[src/hdl/palette_pixel_expander_unit_assert.svh]
// ----------------------------------------------------------------------------
// Assertion macros for the palette pixel expander
// Concurrent checks that compile away when NO_ASSERTIONS is defined.
// ----------------------------------------------------------------------------
`ifndef PALETTE_PIXEL_EXPANDER_UNIT_ASSERT_SVH
`define PALETTE_PIXEL_EXPANDER_UNIT_ASSERT_SVH

`ifndef NO_ASSERTIONS

// Antecedent implies consequent in the same cycle.
`define PPE_ASSERT_NOW(lbl, ck, rs, ante, cons) \
  lbl: assert property (@(posedge ck) disable iff (rs) (ante) |-> (cons)) \
    else $error("assertion failed");

// Antecedent implies consequent in the next cycle.
`define PPE_ASSERT_NEXT(lbl, ck, rs, ante, cons) \
  lbl: assert property (@(posedge ck) disable iff (rs) (ante) |=> (cons)) \
    else $error("assertion failed");

`else

`define PPE_ASSERT_NOW(lbl, ck, rs, ante, cons)
`define PPE_ASSERT_NEXT(lbl, ck, rs, ante, cons)

`endif

`endif

[src/hdl/ppe_pkg.sv]
// ----------------------------------------------------------------------------
// Palette pixel expander package
// Shared constants, register codes and the structs passed between units.
// ----------------------------------------------------------------------------
package ppe_pkg;

  localparam int PALETTE_ENTRIES = 256;
  localparam int PAL_AW          = $clog2(PALETTE_ENTRIES);
  localparam int COL_W           = 13;
  localparam int BYTE_CNT_W      = 12;
  localparam int PIX_PER_BYTE_W  = 4;

  localparam logic [COL_W-1:0] MAX_ROW_WIDTH = 13'd4096;
  localparam logic [15:0]      ROW_ALIGN_RND = 16'd31;  // round up to 32 bits

  // depth mode codes; the unused code behaves as 8 bits per pixel
  localparam logic [1:0] DEPTH_1BPP = 2'd0;
  localparam logic [1:0] DEPTH_4BPP = 2'd1;
  localparam logic [1:0] DEPTH_8BPP = 2'd2;

  // configuration register indexes
  localparam logic CFG_DEPTH_MODE = 1'b0;
  localparam logic CFG_ROW_WIDTH  = 1'b1;

  // input kind carried on tuser
  localparam logic ACT_PAL_WRITE = 1'b0;
  localparam logic ACT_DATA_BYTE = 1'b1;

  typedef struct packed {
    logic [PIX_PER_BYTE_W-1:0] npix;     // pixels this byte yields, 0..8
    logic                      row_end;  // last yielded pixel closes the row
  } byte_plan_t;

  typedef struct packed {
    logic              en;
    logic [PAL_AW-1:0] idx;
    logic [23:0]       rgb;  // red, green, blue from high to low
  } pal_wr_t;

  typedef struct packed {
    logic              en;
    logic [PAL_AW-1:0] idx;
    logic              last_of_byte;
    logic              row_done;
  } pix_req_t;

endpackage

[src/hdl/ppe_unpack.sv]
// ----------------------------------------------------------------------------
// Byte unpacker
// Holds one accepted item and issues its pixels to the palette one a cycle while the result register is free.
// ----------------------------------------------------------------------------
module ppe_unpack (
  input  logic                  clk,
  input  logic                  rst,
  input  logic                  in_valid,
  output logic                  in_ready,
  input  logic                  in_action,
  input  logic [39:0]           in_data,
  input  logic [1:0]            depth_mode,
  input  ppe_pkg::byte_plan_t   plan,
  input  logic                  out_free,
  output ppe_pkg::pal_wr_t      pal_wr,
  output ppe_pkg::pix_req_t     pix_req
);
  import ppe_pkg::*;

  logic                      held;
  logic                      is_data;
  logic [1:0]                mode;
  logic [7:0]                bits;
  logic [PIX_PER_BYTE_W-1:0] rem;
  logic                      row_end;
  logic [PAL_AW-1:0]         wr_idx;
  logic [23:0]               wr_rgb;

  logic       issue;
  logic       done;
  logic [7:0] bits_next;
  logic [7:0] pix_idx;

  always_comb begin
    case (mode)
      DEPTH_1BPP: begin
        pix_idx   = {7'd0, bits[7]};
        bits_next = {bits[6:0], 1'b0};
      end
      DEPTH_4BPP: begin
        pix_idx   = {4'd0, bits[7:4]};
        bits_next = {bits[3:0], 4'd0};
      end
      default: begin
        pix_idx   = bits;
        bits_next = '0;
      end
    endcase
  end

  assign issue    = held && is_data && (rem != '0) && out_free;
  assign done     = held && (!is_data || rem == '0 || (issue && rem == 4'd1));
  assign in_ready = !held || done;

  always_ff @(posedge clk) begin
    if (rst) begin
      held <= 1'b0;
    end else if (in_valid && in_ready) begin
      held <= 1'b1;
    end else if (done) begin
      held <= 1'b0;
    end
  end

  always_ff @(posedge clk) begin
    if (in_valid && in_ready) begin
      is_data <= in_action == ACT_DATA_BYTE;
      mode    <= depth_mode;
      bits    <= in_data[39:32];
      rem     <= plan.npix;
      row_end <= plan.row_end;
      wr_idx  <= in_data[PAL_AW-1:0];
      wr_rgb  <= {in_data[15:8], in_data[23:16], in_data[31:24]};
    end else if (issue) begin
      bits <= bits_next;
      rem  <= rem - 4'd1;
    end
  end

  // palette write fires in the single cycle the write item is held
  assign pal_wr.en  = held && !is_data;
  assign pal_wr.idx = wr_idx;
  assign pal_wr.rgb = wr_rgb;

  assign pix_req.en           = issue;
  assign pix_req.idx          = pix_idx[PAL_AW-1:0];
  assign pix_req.last_of_byte = rem == 4'd1;
  assign pix_req.row_done     = (rem == 4'd1) && row_end;

endmodule

[config.mk]
export PLATFORM = sky130hd
export DESIGN_NAME = ppe_unpack
export DESIGN_NICKNAME = d
export VERILOG_FILES = /design/src/hdl/palette_pixel_expander_unit_assert.svh /design/src/hdl/ppe_pkg.sv /design/src/hdl/ppe_unpack.sv
export SDC_FILE = /design/constraint.sdc
export NUM_CORES = 1
export LEC_CHECK = 0
export BUFFER_PORTS_ARGS = -buffer_cell sky130_fd_sc_hd__buf_2
export CAP_MARGIN = 5
export CORE_ASPECT_RATIO = 1.75
export CORE_MARGIN = 2
export CORE_UTILIZATION = 48
export CTS_CLUSTER_SIZE = 40
export DETAILED_ROUTE_END_ITERATION = 12
export PLACE_DENSITY = 0.93
export SLEW_MARGIN = 20
export SYNTH_ARGS = -nofsm -noshare
export SYNTH_HDL_FRONTEND = slang
export SYNTH_SLANG_ARGS = --single-unit
[constraint.sdc]
create_clock -name clk -period 4 [get_ports clk]
set_clock_uncertainty 0.05 [all_clocks]
set_input_delay 0.8 -clock clk [delete_from_list [all_inputs] [get_ports clk]]
set_output_delay 0.8 -clock clk [all_outputs]
set_load 0.01 [all_outputs]
==> flow_metrics.py <==
metrics = {
    "die": {
        "die_area_um2": 4596,
        "start_util": 0.5029,
        "io_pins": 97,
        "vert_die_dim_um": 88.20,
        "die_x_um": 52.11,
        "core.rowCount": 30,
        "core_area_um2": 3866,
    },
    "timing": {
        "hold_viol": 0,
        "timing.hold.ws_ns": 0.6012,
        "rsz_0062_raised_after_global_routing": "false",
        "final_critical_path_share_of_the_clock_period": 0.5792,
        "timing.max_slew.rel_slack": 0.5606,
        "transition_time_at_the_pin_with_the_least_slew_margin_ns": 0.6566,
        "finalWorstSetupSlack_ns": 1.683,
        "drv_slew": 0,
        "max_clk_rate_ghz": 0.4316,
        "post-route-min-period_ns": 2.317,
        "final_number_of_setup_violating_endpoints": 0,
        "fin_tns_setup_ns": 0,
    },
    "worst_hold_path": {
        "holdCritPathClass": "register to register",
    },
    "clock_network": {
        "postCtsSetupRepairBufs": 0,
        "cts_inserted_buffers": 5,
        "tritoncts": "built",
        "clkSlewWorstSetupHoldPaths_ns": 0.08,
        "cts_root_buffer": "sky130_fd_sc_hd__clkbuf_8",
        "htree_levels": 2,
        "cts-root-to-sink-buffers": 2,
        "post_cts_hold_buffer_count": 0,
        "cts.sink_count": 49,
        "insertion_delay_ns": 0.29,
        "postCtsResizedCells": 0,
    },
    "power_and_ir_drop": {
        "power_frac_clock": 0.269,
        "intPower_uw": 816.8,
        "cellLeakagePower_nw": 1.146,
        "seq_power_share": 0.591,
        "fraction_of_power_spent_switching_nets": 0.2457,
        "pwr-share-comb": 0.140,
        "net-switching-power_uw": 266.1,
        "cell_pwr_density_nw_per_um2": 423.2,
        "vdd.ir_drop.worst_mv": 0.3668,
    },
    "placement": {
        "count_of_placed_standard_cells_including_taps": 254,
        "place.detailed.hpwl_um": 2955,
        "place_area_um2": 2465,
        "io_buffers": 96,
        "gp_congestion": 0.6832,
        "dp_slack_ns": 1.549,
    },
    "worst_setup_path": {
        "critical_path.n_buffers_inverters": 2,
        "timing.critical_path.cells": "inv_1 -> ha_1 -> a21oi_4 -> and2_1 -> buf_2",
        "timing.critical_path.slowest_cell_delay_ns": 0.38,
        "arrival_time_reported_for_the_critical_path_endpoint_ns": 1.47,
        "setup.worst_path.start_class": "register",
        "criticalPathCategory": "register to output pin",
        "worst-endpoint-required_ns": 3.15,
        "cp_slowest_cell": "sky130_fd_sc_hd__edfxtp_1",
        "cp-end-kind": "output pin",
        "path_delay_family": "flip-flops",
        "timing.critical_path.fanout_max": 3,
    },
    "cells_and_area": {
        "n_antenna_cell": 0,
        "final_common_cell": "sky130_fd_sc_hd__buf_2",
        "finish.net_count": 267,
        "drive_gt1_frac": 0.5374,
        "layout-area-overhead-vs-synth_pct": 31.60,
        "mostFrequentLayoutCells": "sky130_fd_sc_hd__buf_2, sky130_fd_sc_hd__edfxtp_1, sky130_fd_sc_hd__mux2i_1",
        "layoutNonFillerInstCount": 262,
        "finish.instance_area_um2": 2559,
    },
    "synth": {
        "synth-seq-cells": 49,
        "synth_cell_type_count": 27,
        "syn_inst": 113,
        "syn-num-nets": 167,
        "synth_area_um2": 1944,
        "avg_inst_size_synth_um2": 17.21,
        "yosys_warnings": 0,
        "synth_sequential_area_ratio": 0.7516,
    },
    "grt": {
        "first_pass_grt_wire_length_um": 5802,
        "first_global_vias": 1291,
        "total_congestion_overflow": 0,
        "grt_antenna_before_repair": 0,
        "track_usage": 0.1766,
        "pin_count_of_the_biggest_net_entering_global_routing": 32,
    },
    "routing": {
        "vias": 1245,
        "drc": 0,
        "routed_wire_length_per_instance_um": 14.08,
        "route.final.wire_length_um": 3688,
        "drt.antenna.violating_nets": 0,
        "drt-pass1-iter-count": 3,
        "first_iter_violations": 16,
        "detail_route.vias_per_cell": 4.752,
    },
    "outcome": {
        "status": "finished, final reports clean",
    },
    "job": {
        "cap_violations": 0,
    },
}
-- flip-flops by register name, summed over array words and instances (netlist names) --
| register | cells |
|---|---|
| wr_rgb | 24 |
| bits | 8 |
| wr_idx | 8 |
| rem | 4 |
| mode | 2 |
| held | 1 |
| is_data | 1 |
| row_end | 1 |
-- per-layer routing --
metal	vias up	GRT usage	share of wire	wire length (um)
met4	0	0.05742	0.0084	31
li1	608	-	-	-
met1	567	0.2066	0.37	1367
met3	4	0.04437	0.082	302
met5	-	0	0	0
met2	66	0.3107	0.54	1985
-- synth_stat cells --
library cell	count	area, um2
sky130_fd_sc_hd__a21oi_1	1	5.000
sky130_fd_sc_hd__a21oi_4	1	16.27
sky130_fd_sc_hd__a22o_1	3	26.28
sky130_fd_sc_hd__and2_1	7	43.79
sky130_fd_sc_hd__and3_1	1	6.260
sky130_fd_sc_hd__buf_2	1	5.000
sky130_fd_sc_hd__buf_4	1	7.510
sky130_fd_sc_hd__buf_6	1	11.26
sky130_fd_sc_hd__clkbuf_1	1	3.750
sky130_fd_sc_hd__dfxtp_1	1	20.02
sky130_fd_sc_hd__edfxtp_1	48	1441
sky130_fd_sc_hd__ha_1	2	25.02
sky130_fd_sc_hd__inv_1	7	26.28
sky130_fd_sc_hd__mux2_2	4	45.04
sky130_fd_sc_hd__mux2_4	3	45.04
sky130_fd_sc_hd__mux2i_1	9	90.09
sky130_fd_sc_hd__nand2_1	6	22.52
sky130_fd_sc_hd__nand3_1	1	5.000
sky130_fd_sc_hd__nand4_1	1	6.260
sky130_fd_sc_hd__nor2_1	5	18.77
sky130_fd_sc_hd__nor2_4	1	11.26
sky130_fd_sc_hd__nor2b_1	2	12.51
sky130_fd_sc_hd__nor3_1	1	5.000
sky130_fd_sc_hd__o21ai_0	1	5.000
sky130_fd_sc_hd__o21ai_4	1	16.27
sky130_fd_sc_hd__or2_1	1	6.260
sky130_fd_sc_hd__xor2_1	2	17.52
-- worst register-to-register path, stage by stage (launching register included) --
cell                       delay, ns
sky130_fd_sc_hd__edfxtp_1       0.42
sky130_fd_sc_hd__inv_1          0.10
sky130_fd_sc_hd__ha_1           0.23
sky130_fd_sc_hd__a21oi_4        0.09
sky130_fd_sc_hd__o21ai_4        0.53
sky130_fd_sc_hd__or2_1          0.51
-- cell type report --
| type | count | area, um2 |
|---|---|---|
| Sequential cell | 49 | 1461 |
| Fill cell | 299 | 1308 |
| Timing Repair Buffer | 97 | 488.0 |
| Multi-Input combinational cell | 53 | 429.2 |
| Clock buffer | 5 | 68.82 |
| Tap cell | 48 | 60.06 |
| Inverter | 7 | 26.28 |
| Clock inverter | 3 | 25.02 |
-- logic make-up (layout without fill, tap and decap cells) --
group           Yosys count  in the layout  synth area share
simple gates             26             26           0.07078
mux                      16             16           0.09266
compound gates            7              7           0.03539
xor+xnor                  2              2          0.009011
fa+ha+maj                 2              2           0.01287
buf+inv                  11            112           0.02767
flops                    49             49            0.7516
-- metrics by stage --
stage	util	total power, mW
2_1_floorplan	-	0.7334
3_3_place_gp	0.6375	0.7979
3_5_place_dp	0.6375	0.8048
4_1_cts	0.6618	1.098
5_1_grt	0.6618	1.136
6_report	0.6618	1.083
-- path summary, 6_finish.rpt --
| check | from | to | slack (ns) | cells past startpoint |
|---|---|---|---|---|
| max | rem[0]$_DFFE_PP_ | pix_req[10] | 1.68 | 5 |
| min | held$_SDFFE_PP0P_ | held$_SDFFE_PP0P_ | 0.60 | 4 |
| max reg2reg | rem[0]$_DFFE_PP_ | bits[7]$_DFFE_PP_ | 1.73 | 5 |
| min reg2reg | held$_SDFFE_PP0P_ | held$_SDFFE_PP0P_ | 0.60 | 4 |
-- power groups by stage --
stage,Clock (mW),Combinational [mW],Sequential [mW]
floorplan,0,0.0771,0.656
global placement,0,0.149,0.649
detailed placement,0,0.153,0.652
CTS,0.304,0.153,0.640
global route,0.326,0.167,0.643
finish,0.292,0.151,0.640
No activity file was read; power rests on OpenSTA's default activity.
