--- src/hdl/palette_pixel_expander_unit_assert.svh ---
// ----------------------------------------------------------------------------
// Assertion macros for the palette pixel expander
// Concurrent checks that compile away when NO_ASSERTIONS is defined.
// ----------------------------------------------------------------------------
`ifndef PALETTE_PIXEL_EXPANDER_UNIT_ASSERT_SVH
`define PALETTE_PIXEL_EXPANDER_UNIT_ASSERT_SVH

`ifndef NO_ASSERTIONS

// Antecedent implies consequent in the same cycle.
`define PPE_ASSERT_NOW(lbl, ck, rs, ante, cons) \
  lbl: assert property (@(posedge ck) disable iff (rs) (ante) |-> (cons)) \
    else $error("assertion failed");

// Antecedent implies consequent in the next cycle.
`define PPE_ASSERT_NEXT(lbl, ck, rs, ante, cons) \
  lbl: assert property (@(posedge ck) disable iff (rs) (ante) |=> (cons)) \
    else $error("assertion failed");

`else

`define PPE_ASSERT_NOW(lbl, ck, rs, ante, cons)
`define PPE_ASSERT_NEXT(lbl, ck, rs, ante, cons)

`endif

`endif

--- src/hdl/ppe_pkg.sv ---
// ----------------------------------------------------------------------------
// Palette pixel expander package
// Shared constants, register codes and the structs passed between units.
// ----------------------------------------------------------------------------
package ppe_pkg;

  localparam int PALETTE_ENTRIES = 256;
  localparam int PAL_AW          = $clog2(PALETTE_ENTRIES);
  localparam int COL_W           = 13;
  localparam int BYTE_CNT_W      = 12;
  localparam int PIX_PER_BYTE_W  = 4;

  localparam logic [COL_W-1:0] MAX_ROW_WIDTH = 13'd4096;
  localparam logic [15:0]      ROW_ALIGN_RND = 16'd31;  // round up to 32 bits

  // depth mode codes; the unused code behaves as 8 bits per pixel
  localparam logic [1:0] DEPTH_1BPP = 2'd0;
  localparam logic [1:0] DEPTH_4BPP = 2'd1;
  localparam logic [1:0] DEPTH_8BPP = 2'd2;

  // configuration register indexes
  localparam logic CFG_DEPTH_MODE = 1'b0;
  localparam logic CFG_ROW_WIDTH  = 1'b1;

  // input kind carried on tuser
  localparam logic ACT_PAL_WRITE = 1'b0;
  localparam logic ACT_DATA_BYTE = 1'b1;

  typedef struct packed {
    logic [PIX_PER_BYTE_W-1:0] npix;     // pixels this byte yields, 0..8
    logic                      row_end;  // last yielded pixel closes the row
  } byte_plan_t;

  typedef struct packed {
    logic              en;
    logic [PAL_AW-1:0] idx;
    logic [23:0]       rgb;  // red, green, blue from high to low
  } pal_wr_t;

  typedef struct packed {
    logic              en;
    logic [PAL_AW-1:0] idx;
    logic              last_of_byte;
    logic              row_done;
  } pix_req_t;

endpackage

--- src/hdl/ppe_row_track.sv ---
// ----------------------------------------------------------------------------
// Row position tracker
// Holds the depth and width registers and the position in the source row.
// ----------------------------------------------------------------------------
module ppe_row_track (
  input  logic                    clk,
  input  logic                    rst,
  input  logic                    cfg_we,
  input  logic                    cfg_index,
  input  logic [12:0]             cfg_data,
  input  logic                    advance,
  output logic [1:0]              depth_mode,
  output ppe_pkg::byte_plan_t     plan
);
  import ppe_pkg::*;

  logic [1:0]            mode;
  logic [COL_W-1:0]      row_width;
  logic [COL_W-1:0]      col;
  logic [BYTE_CNT_W-1:0] byte_cnt;

  logic [COL_W-1:0]          eff_w;
  logic [PIX_PER_BYTE_W-1:0] per_byte;
  logic [15:0]               row_bits;
  logic [15:0]               row_bits_rnd;
  logic [COL_W-1:0]          stride;
  logic [COL_W-1:0]          cnt_inc;
  logic                      wrap;
  logic [COL_W:0]            col_sum;
  logic [COL_W-1:0]          col_next;
  logic [COL_W-1:0]          left;

  always_comb begin
    if (row_width == '0) begin
      eff_w = 13'd1;
    end else if (row_width > MAX_ROW_WIDTH) begin
      eff_w = MAX_ROW_WIDTH;
    end else begin
      eff_w = row_width;
    end

    case (mode)
      DEPTH_1BPP: begin
        per_byte = 4'd8;
        row_bits = {3'b000, eff_w};
      end
      DEPTH_4BPP: begin
        per_byte = 4'd2;
        row_bits = {1'b0, eff_w, 2'b00};
      end
      default: begin
        per_byte = 4'd1;
        row_bits = {eff_w, 3'b000};
      end
    endcase

    row_bits_rnd = row_bits + ROW_ALIGN_RND;
    stride       = {row_bits_rnd[15:5], 2'b00};
    cnt_inc      = {1'b0, byte_cnt} + 13'd1;
    wrap         = cnt_inc >= stride;

    col_sum  = {1'b0, col} + {10'd0, per_byte};
    col_next = (col_sum >= {1'b0, eff_w}) ? eff_w : col_sum[COL_W-1:0];

    left = eff_w - col;
    if (col < eff_w) begin
      plan.row_end = left <= {9'd0, per_byte};
      plan.npix    = plan.row_end ? left[PIX_PER_BYTE_W-1:0] : per_byte;
    end else begin
      plan.row_end = 1'b0;
      plan.npix    = '0;
    end
  end

  always_ff @(posedge clk) begin
    if (rst) begin
      mode      <= DEPTH_8BPP;
      row_width <= 13'd1;
      col       <= '0;
      byte_cnt  <= '0;
    end else if (cfg_we) begin
      unique case (cfg_index)
        CFG_DEPTH_MODE: mode      <= cfg_data[1:0];
        CFG_ROW_WIDTH:  row_width <= cfg_data;
        default:        mode      <= mode;
      endcase
      col      <= '0;
      byte_cnt <= '0;
    end else if (advance) begin
      if (wrap) begin
        col      <= '0;
        byte_cnt <= '0;
      end else begin
        col      <= col_next;
        byte_cnt <= cnt_inc[BYTE_CNT_W-1:0];
      end
    end
  end

  assign depth_mode = mode;

endmodule

--- config.mk ---
export PLATFORM = sky130hd
export DESIGN_NAME = ppe_row_track
export DESIGN_NICKNAME = d
export VERILOG_FILES = /design/src/hdl/palette_pixel_expander_unit_assert.svh /design/src/hdl/ppe_pkg.sv /design/src/hdl/ppe_row_track.sv
export SDC_FILE = /design/constraint.sdc
export NUM_CORES = 1
export LEC_CHECK = 0
export ABC_CLOCK_PERIOD_IN_PS = 5450
export BUFFER_PORTS_ARGS = -buffer_cell sky130_fd_sc_hd__clkbuf_2
export CELL_PAD_IN_SITES_DETAIL_PLACEMENT = 2
export CELL_PAD_IN_SITES_GLOBAL_PLACEMENT = 2
export CORE_ASPECT_RATIO = 0.9
export CORE_MARGIN = 1
export CORE_UTILIZATION = 37
export DETAILED_ROUTE_END_ITERATION = 8
export PLACE_DENSITY_LB_ADDON = 0.1
export SYNTH_ARGS = -nofsm -noshare
export SYNTH_HDL_FRONTEND = slang
export SYNTH_SLANG_ARGS = --single-unit
--- constraint.sdc ---
create_clock -name clk -period 5.45 [get_ports clk]
set_input_delay 0.2725 -clock clk [delete_from_list [all_inputs] [get_ports clk]]
set_output_delay 0.2725 -clock clk [all_outputs]
set_load 0.01 [all_outputs]
==> results.cfg, run 1 <==
[route]
ant_nets = 0
drt-total-wl_um = 13910
first_pass_iters = 4
drc = 0
wl_per_cell_um = 20.64
drt_iter0_drc = 245
dr_total_vias = 3981
drt-vias-per-instance = 5.907

[cells_and_area]
layout_commonest_cell = nand2_1
final_cell_mix = nand2_1 (54), nor2_1 (46), ha_1 (44)
drive_gt1_share_pct = 11.19
nets = 609
fin_util_pct = 42.10
antennaDiodeCount = 0
syn_to_final_growth_pct = 8.403

[global_route]
gr-usage-all-layers_pct = 26.12
grt_max_degree = 28
antenna_found_initial = 0
grt.overflow.total = 0
grt_pass1_wl_um = 23140
first_global_vias = 4377

[logic_synthesis]
async_reset_ff_share_pct = 0
yosys_warnings = 0
synth_top_family_by_area = simple AND/OR/NAND/NOR gates
synthAdderAreaFrac_pct = 14.53
synth_compound_area_share_pct = 22.65
synth_seq_area_share_pct = 19.70
yosys.area_share.simple_pct = 23.85
avgSynthCellArea_um2 = 7.613
synth-edff-count = 0
synth_flop_cell = dfxtp_1
mappedNetlistArea_mm2 = 0.004065
synth-xor-area-share_pct = 6.894
synth_cell_types = 67
muxShareOfSynthArea_pct = 5.817
syn_nets = 598
synth_cells = 534
synth_seq_cells = 40

[worst_setup_path]
startpoint_type = flip-flop
worst-setup-path-type = flip-flop to output port
cp_num_buf_inv = 2
cp_max_fo = 6
worstPathRequired_ps = 5180
critPathCaptureType = output port
worst_path_max_delay_cell = dfxtp_1
cp_top_family = simple AND/OR/NAND/NOR gates
max_stage_delay_ps = 390
crit_chain = nor4_1, nand4_1, a21oi_2, inv_1, ha_1, nor2b_1, o21ai_0, nand2b_1, xor2_1, ha_1, nor2_1, nor2_1, a2111oi_1, nand3_1, nor4_2, nand4_2, or2_4, a211oi_2, clkbuf_2
cp_data_arrival_time_ps = 4740

[place]
dp_slack_ps = 648.3
dp_hpwl_um = 11120
portBuffers = 24
finalWeightedCongestion = 0.8350

[clock_network]
path_clk_slew_ps = 70
root_buffer = clkbuf_16
cts_buffer_depth = 2
cts_htree_levels = 2
hold_buffers = 0
worstSkewPairLatency_ps = 300
cts_buffers = 5
cts.sinks = 40
cts_tree = done

[sta]
period_share_pct = 91.96
fin_ws_ps = 438.2
drv_slew = 0
finalSetupViolations = 0
worstMarginPinSlew_ps = 1131
slew_headroom_pct = 24.34
fin_crit_ps = 5012
rsz0062_at_grt = false
fmax_mhz = 199.5
skew_ps = 4.036
hold_viol = 0
setup-tns-final_ps = 0

[power]
peakVddDrop_mv = 0.1210
power.density_mw_per_mm2 = 216.2
leakage_nw = 1.818

[status]
status = finished clean

[floorplan]
dieArea_mm2 = 0.01141
design.core.area_mm2 = 0.01047
chipHeight_um = 101.4
pin_count = 25
dieWidth_um = 112.5
floorplan.rows = 35
start_util_pct = 38.84

[min_path]
hold_class = primary input to flip-flop

[run]
drv_cap = 0
==> power breakdown <==
part / internal [mW] / total, mW / switching (mW)
Clock: 0.167 / 0.308 / 0.141
Sequential: 0.300 / 0.313 / 0.0128
Combinational: 0.135 / 0.332 / 0.197
Total: 0.602 / 0.953 / 0.351
==> per-layer routing <==
layer	routed length, um	track usage [%]	share of wire, %	up-vias
met2	6352	44.34	46	52
met3	396	3.531	2.8	11
li1	-	-	-	1918
met1	6985	35.10	50	2000
met4	176	6.769	1.3	0
met5	0	0	0	-
==> layout make-up <==
cell class	count	area (um2)
Fill cell	1239	6060
Multi-Input combinational cell	428	3003
Sequential cell	40	800.8
Inverter	43	161.4
Tap cell	129	161.4
Timing Repair Buffer	27	142.6
Clock buffer	5	125.1
Clock inverter	2	12.51
==> synth_stat cells (2+ instances only) <==
master,count,area [um2]
nor3_1,10,50.05
buf_2,3,15.01
xnor2_1,25,219.0
mux2_2,5,56.30
a211oi_2,3,37.54
ha_1,44,550.5
inv_1,42,157.7
a21o_1,6,45.04
o21ai_1,7,35.03
nor2_1,46,172.7
a22o_1,2,17.52
o21a_1,5,37.54
a221oi_1,2,17.52
o211ai_1,2,15.01
a211o_1,6,52.55
or2_2,2,12.51
mux2i_1,18,180.2
nand3_1,21,105.1
and3_1,4,25.02
xor2_1,7,61.31
o22ai_1,5,31.28
and2_1,3,18.77
a311oi_1,5,43.79
nor2b_1,18,112.6
clkbuf_1,16,60.06
nand2_1,54,202.7
o21ai_0,16,80.08
nor3b_1,2,15.01
nand3b_1,2,15.01
a31oi_1,8,50.05
a21oi_1,39,195.2
a21oi_2,3,26.28
dfxtp_1,40,800.8
o31ai_1,2,15.01
buf_1,2,7.510
nand4_1,7,43.79
fa_1,2,40.04
and4_1,3,26.28
a211oi_1,3,22.52
nand2b_1,8,50.05
nor4_1,4,25.02
a22oi_1,6,45.04
buf_6,2,22.52
==> path summary, 6_finish.rpt <==
check,start,to,slack [ps],cells past startpoint
min,cfg_data[11],row_width[11],200,3
max reg2reg,row_width[8],col[2],790,16
max,row_width[8],plan[1],440,19
min reg2reg,col[8],col[8],480,2
==> through the flow <==
stage | std cells | cell area (um2) | hold slack [ps] | power (mW)
3_3_place_gp | 667 | 4264 | 461.0 | 0.6311
3_5_place_dp | 667 | 4264 | 479.5 | 0.6468
2_1_floorplan | 534 | 4065 | 390.3 | 0.5609
5_1_grt | 674 | 4407 | 196.8 | 1.001
6_report | 674 | 4407 | 197.0 | 0.9529
4_1_cts | 674 | 4402 | 193.2 | 0.9574
==> cells by family (layout without fill, tap and decap cells) <==
logic type	count (synthesis)	in the layout
DFF	40	40
muxes	23	23
xor gates and xnor gates	32	32
and+or+nand+nor	194	194
adders and majority gates	46	46
buffers and inverters	66	77
AOI/OAI and AO/OA	133	133
==> worst reg2reg max path: stages (launching register included) <==
cell and delay (ps):
dfxtp_1 390, nor4_1 390, nand3_1 170, a31oi_1 480, nand3_2 190, nor3b_2 340
nand2_1 110, xnor2_1 160, a31oi_1 110, ha_1 330, nand4_1 100, o31ai_1 270
o221ai_1 160, a211o_1 540, and2_0 400, a31oi_1 270, o22ai_1 110
==> flip-flops by register name (all words and copies together), names as in the netlist <==
name and count:
col 13, row_width 13, byte_cnt 12, depth_mode 2
==> repair_timing <==
item | 4_1_cts | 5_1_grt
setup endpoints to repair | 0 | 5
buffers inserted | 0 | 0
resized for setup | 0 | 2
No activity file was read; power rests on OpenSTA's default activity.
==> run 2, diff against run 1 <==
Settings changed: BUFFER_PORTS_ARGS -buffer_cell sky130_fd_sc_hd__clkbuf_2 to default, CORE_UTILIZATION 37 to 39, DONT_BUFFER_PORTS from default to 1.
==> run 2 against run 1 <==
Compared with the run above: sequential share of layout area up 0.40 points; highest routed layer unchanged; clock-buffer cell count stayed put; critical endpoint is now col[9]; cell area shrank 2.2%; register-to-register slack got worse by 300 ps; routed wire length down 0.41%; largest power group is now the clock network; combinational power is 6.3% lower; core utilization is 1.4 points higher.
==> results.cfg, run 2 (same netlist as run 1, synthesis figures left out) <==
[sta]
worstMarginPinSlew_ps = 1024
hold_viol = 0
period_share_pct = 91.08
slew_headroom_pct = 31.45
fin_crit_ps = 4964
fmax_mhz = 201.5
finalSetupViolations = 0
skew_ps = 7.796
drv_slew = 0
rsz0062_at_grt = false
worst_hold_slack_ps = 34.34
setup-tns-final_ps = 0

[worst_setup_path]
max_stage_delay_ps = 720
cp_max_fo = 14
critPathCaptureType = flip-flop
worst-setup-path-type = flip-flop to flip-flop
crit_chain = nor2b_1, ha_1, a21o_1, a31oi_1, nor2_1, and4_1, xnor2_1, ha_1, and4_1, nand3_1, nor3_1, a211oi_1, a21oi_2, a31oi_4, mux2_2, a22o_1
startpoint_type = flip-flop
worstPathRequired_ps = 5640
worst_path_max_delay_cell = dfxtp_1
cp_data_arrival_time_ps = 5150

[global_route]
grt_pass1_wl_um = 22600
gr-usage-all-layers_pct = 27.47
first_global_vias = 4238
antenna_found_initial = 0
grt.overflow.total = 0
grt_max_degree = 20

[clock_network]
hold_buffers = 0
cts_resized = 0
post_cts_buffers = 0
cts_buffer_depth = 2
worstSkewPairLatency_ps = 300
root_buffer = clkbuf_16
cts_tree = done
cts_htree_levels = 2
path_clk_slew_ps = 70
cts.sinks = 40
cts_buffers = 5

[place]
placed_cells = 640
dp_hpwl_um = 10690
finalWeightedCongestion = 0.8516
portBuffers = 0

[power]
power_frac_seq_pct = 31.8
leakage_nw = 1.731
power.density_mw_per_mm2 = 229.7
p_int_mw = 0.6433
switching_share_pct = 35.05
peakVddDrop_mv = 0.1188
combinationalPowerShare_pct = 31.4
pwr-share-clk_pct = 36.7
switching_power_mw = 0.3472

[floorplan]
dieArea_mm2 = 0.01084
design.core.area_mm2 = 0.009912
pin_count = 25
floorplan.rows = 34
chipHeight_um = 98.86
dieWidth_um = 109.6
start_util_pct = 41.01

[route]
dr_total_vias = 3849
drt_iter0_drc = 216
drt-total-wl_um = 13850
wl_per_cell_um = 21.38
drc = 0
first_pass_iters = 4
ant_nets = 0
drt-vias-per-instance = 5.940

[run]
drv_cap = 0

[cells_and_area]
layout_commonest_cell = nand2_1
final_cells = 648
drive_gt1_share_pct = 7.088
syn_to_final_growth_pct = 6.064
final_cell_mix = nand2_1 (54), nor2_1 (46), ha_1 (44)
nets = 585
antennaDiodeCount = 0
top_regs = col x13, row_width x13, byte_cnt x12

[status]
status = finished clean

[min_path]
hold_class = primary input to flip-flop
run 2: cell types whose count changed in the layout (fill, tap and decap cells not counted):
cell and change:
bufinv_16 +1, a2111oi_1 -1, inv_6 +1, clkbuf_2 -24, clkinv_2 -1, a21oi_1 +1, a21oi_2 -1, a2111oi_0 +1
run 2: path summary, 6_finish.rpt:
kind,startpoint,end,slack (ps),depth (start not counted)
max,depth_mode[0],col[9],490,16
min,rst,row_width[9],30,1
max reg2reg,depth_mode[0],col[9],490,16
min reg2reg,row_width[1],row_width[1],480,2
run 2: final cells by class:
type	instances	area, um2
Clock buffer	5	125.1
Fill cell	1184	5600
Clock inverter	3	46.29
Multi-Input combinational cell	428	2998
Tap cell	126	157.7
Sequential cell	40	800.8
Timing Repair Buffer	3	22.52
Inverter	43	161.4
run 2: power by group through the flow:
stage / Clock (mW) / Combinational [mW] / Sequential (mW)
floorplan: 0 / 0.248 / 0.313
global placement: 0 / 0.293 / 0.321
detailed placement: 0 / 0.306 / 0.322
CTS: 0.370 / 0.312 / 0.316
global route: 0.382 / 0.341 / 0.317
finish: 0.364 / 0.311 / 0.315
run 2: layer usage:
metal | vias up | track usage (%) | part of all wire, %
li1 | 1874 | - | -
met1 | 1909 | 37.92 | 50
met2 | 48 | 45.04 | 46
met3 | 18 | 3.108 | 2.2
met4 | 0 | 7.385 | 1.8
met5 | - | 0 | 0
run 2: through the flow:
| step | cell area [um2] | total power [mW] | util [%] | worst slack (ps) |
|---|---|---|---|---|
| 4_1_cts | 4312 | 0.9978 | 43.50 | 478.1 |
| 5_1_grt | 4312 | 1.040 | 43.50 | 86.56 |
| 3_5_place_dp | 4140 | 0.6284 | 41.77 | 598.2 |
| 3_3_place_gp | 4140 | 0.6140 | 41.77 | 781.5 |
| 6_report | 4312 | 0.9906 | 43.50 | 486.0 |
| 2_1_floorplan | 4065 | 0.5609 | - | 1437 |
run 2: critical path: cells and delay by family, from the launching register on:
family | cells | cell delay [ps]
mux | 1 | 400
simple gates | 6 | 1230
compound gates | 6 | 1740
fa+ha+maj | 2 | 600
xor+xnor | 1 | 150
flops | 1 | 720
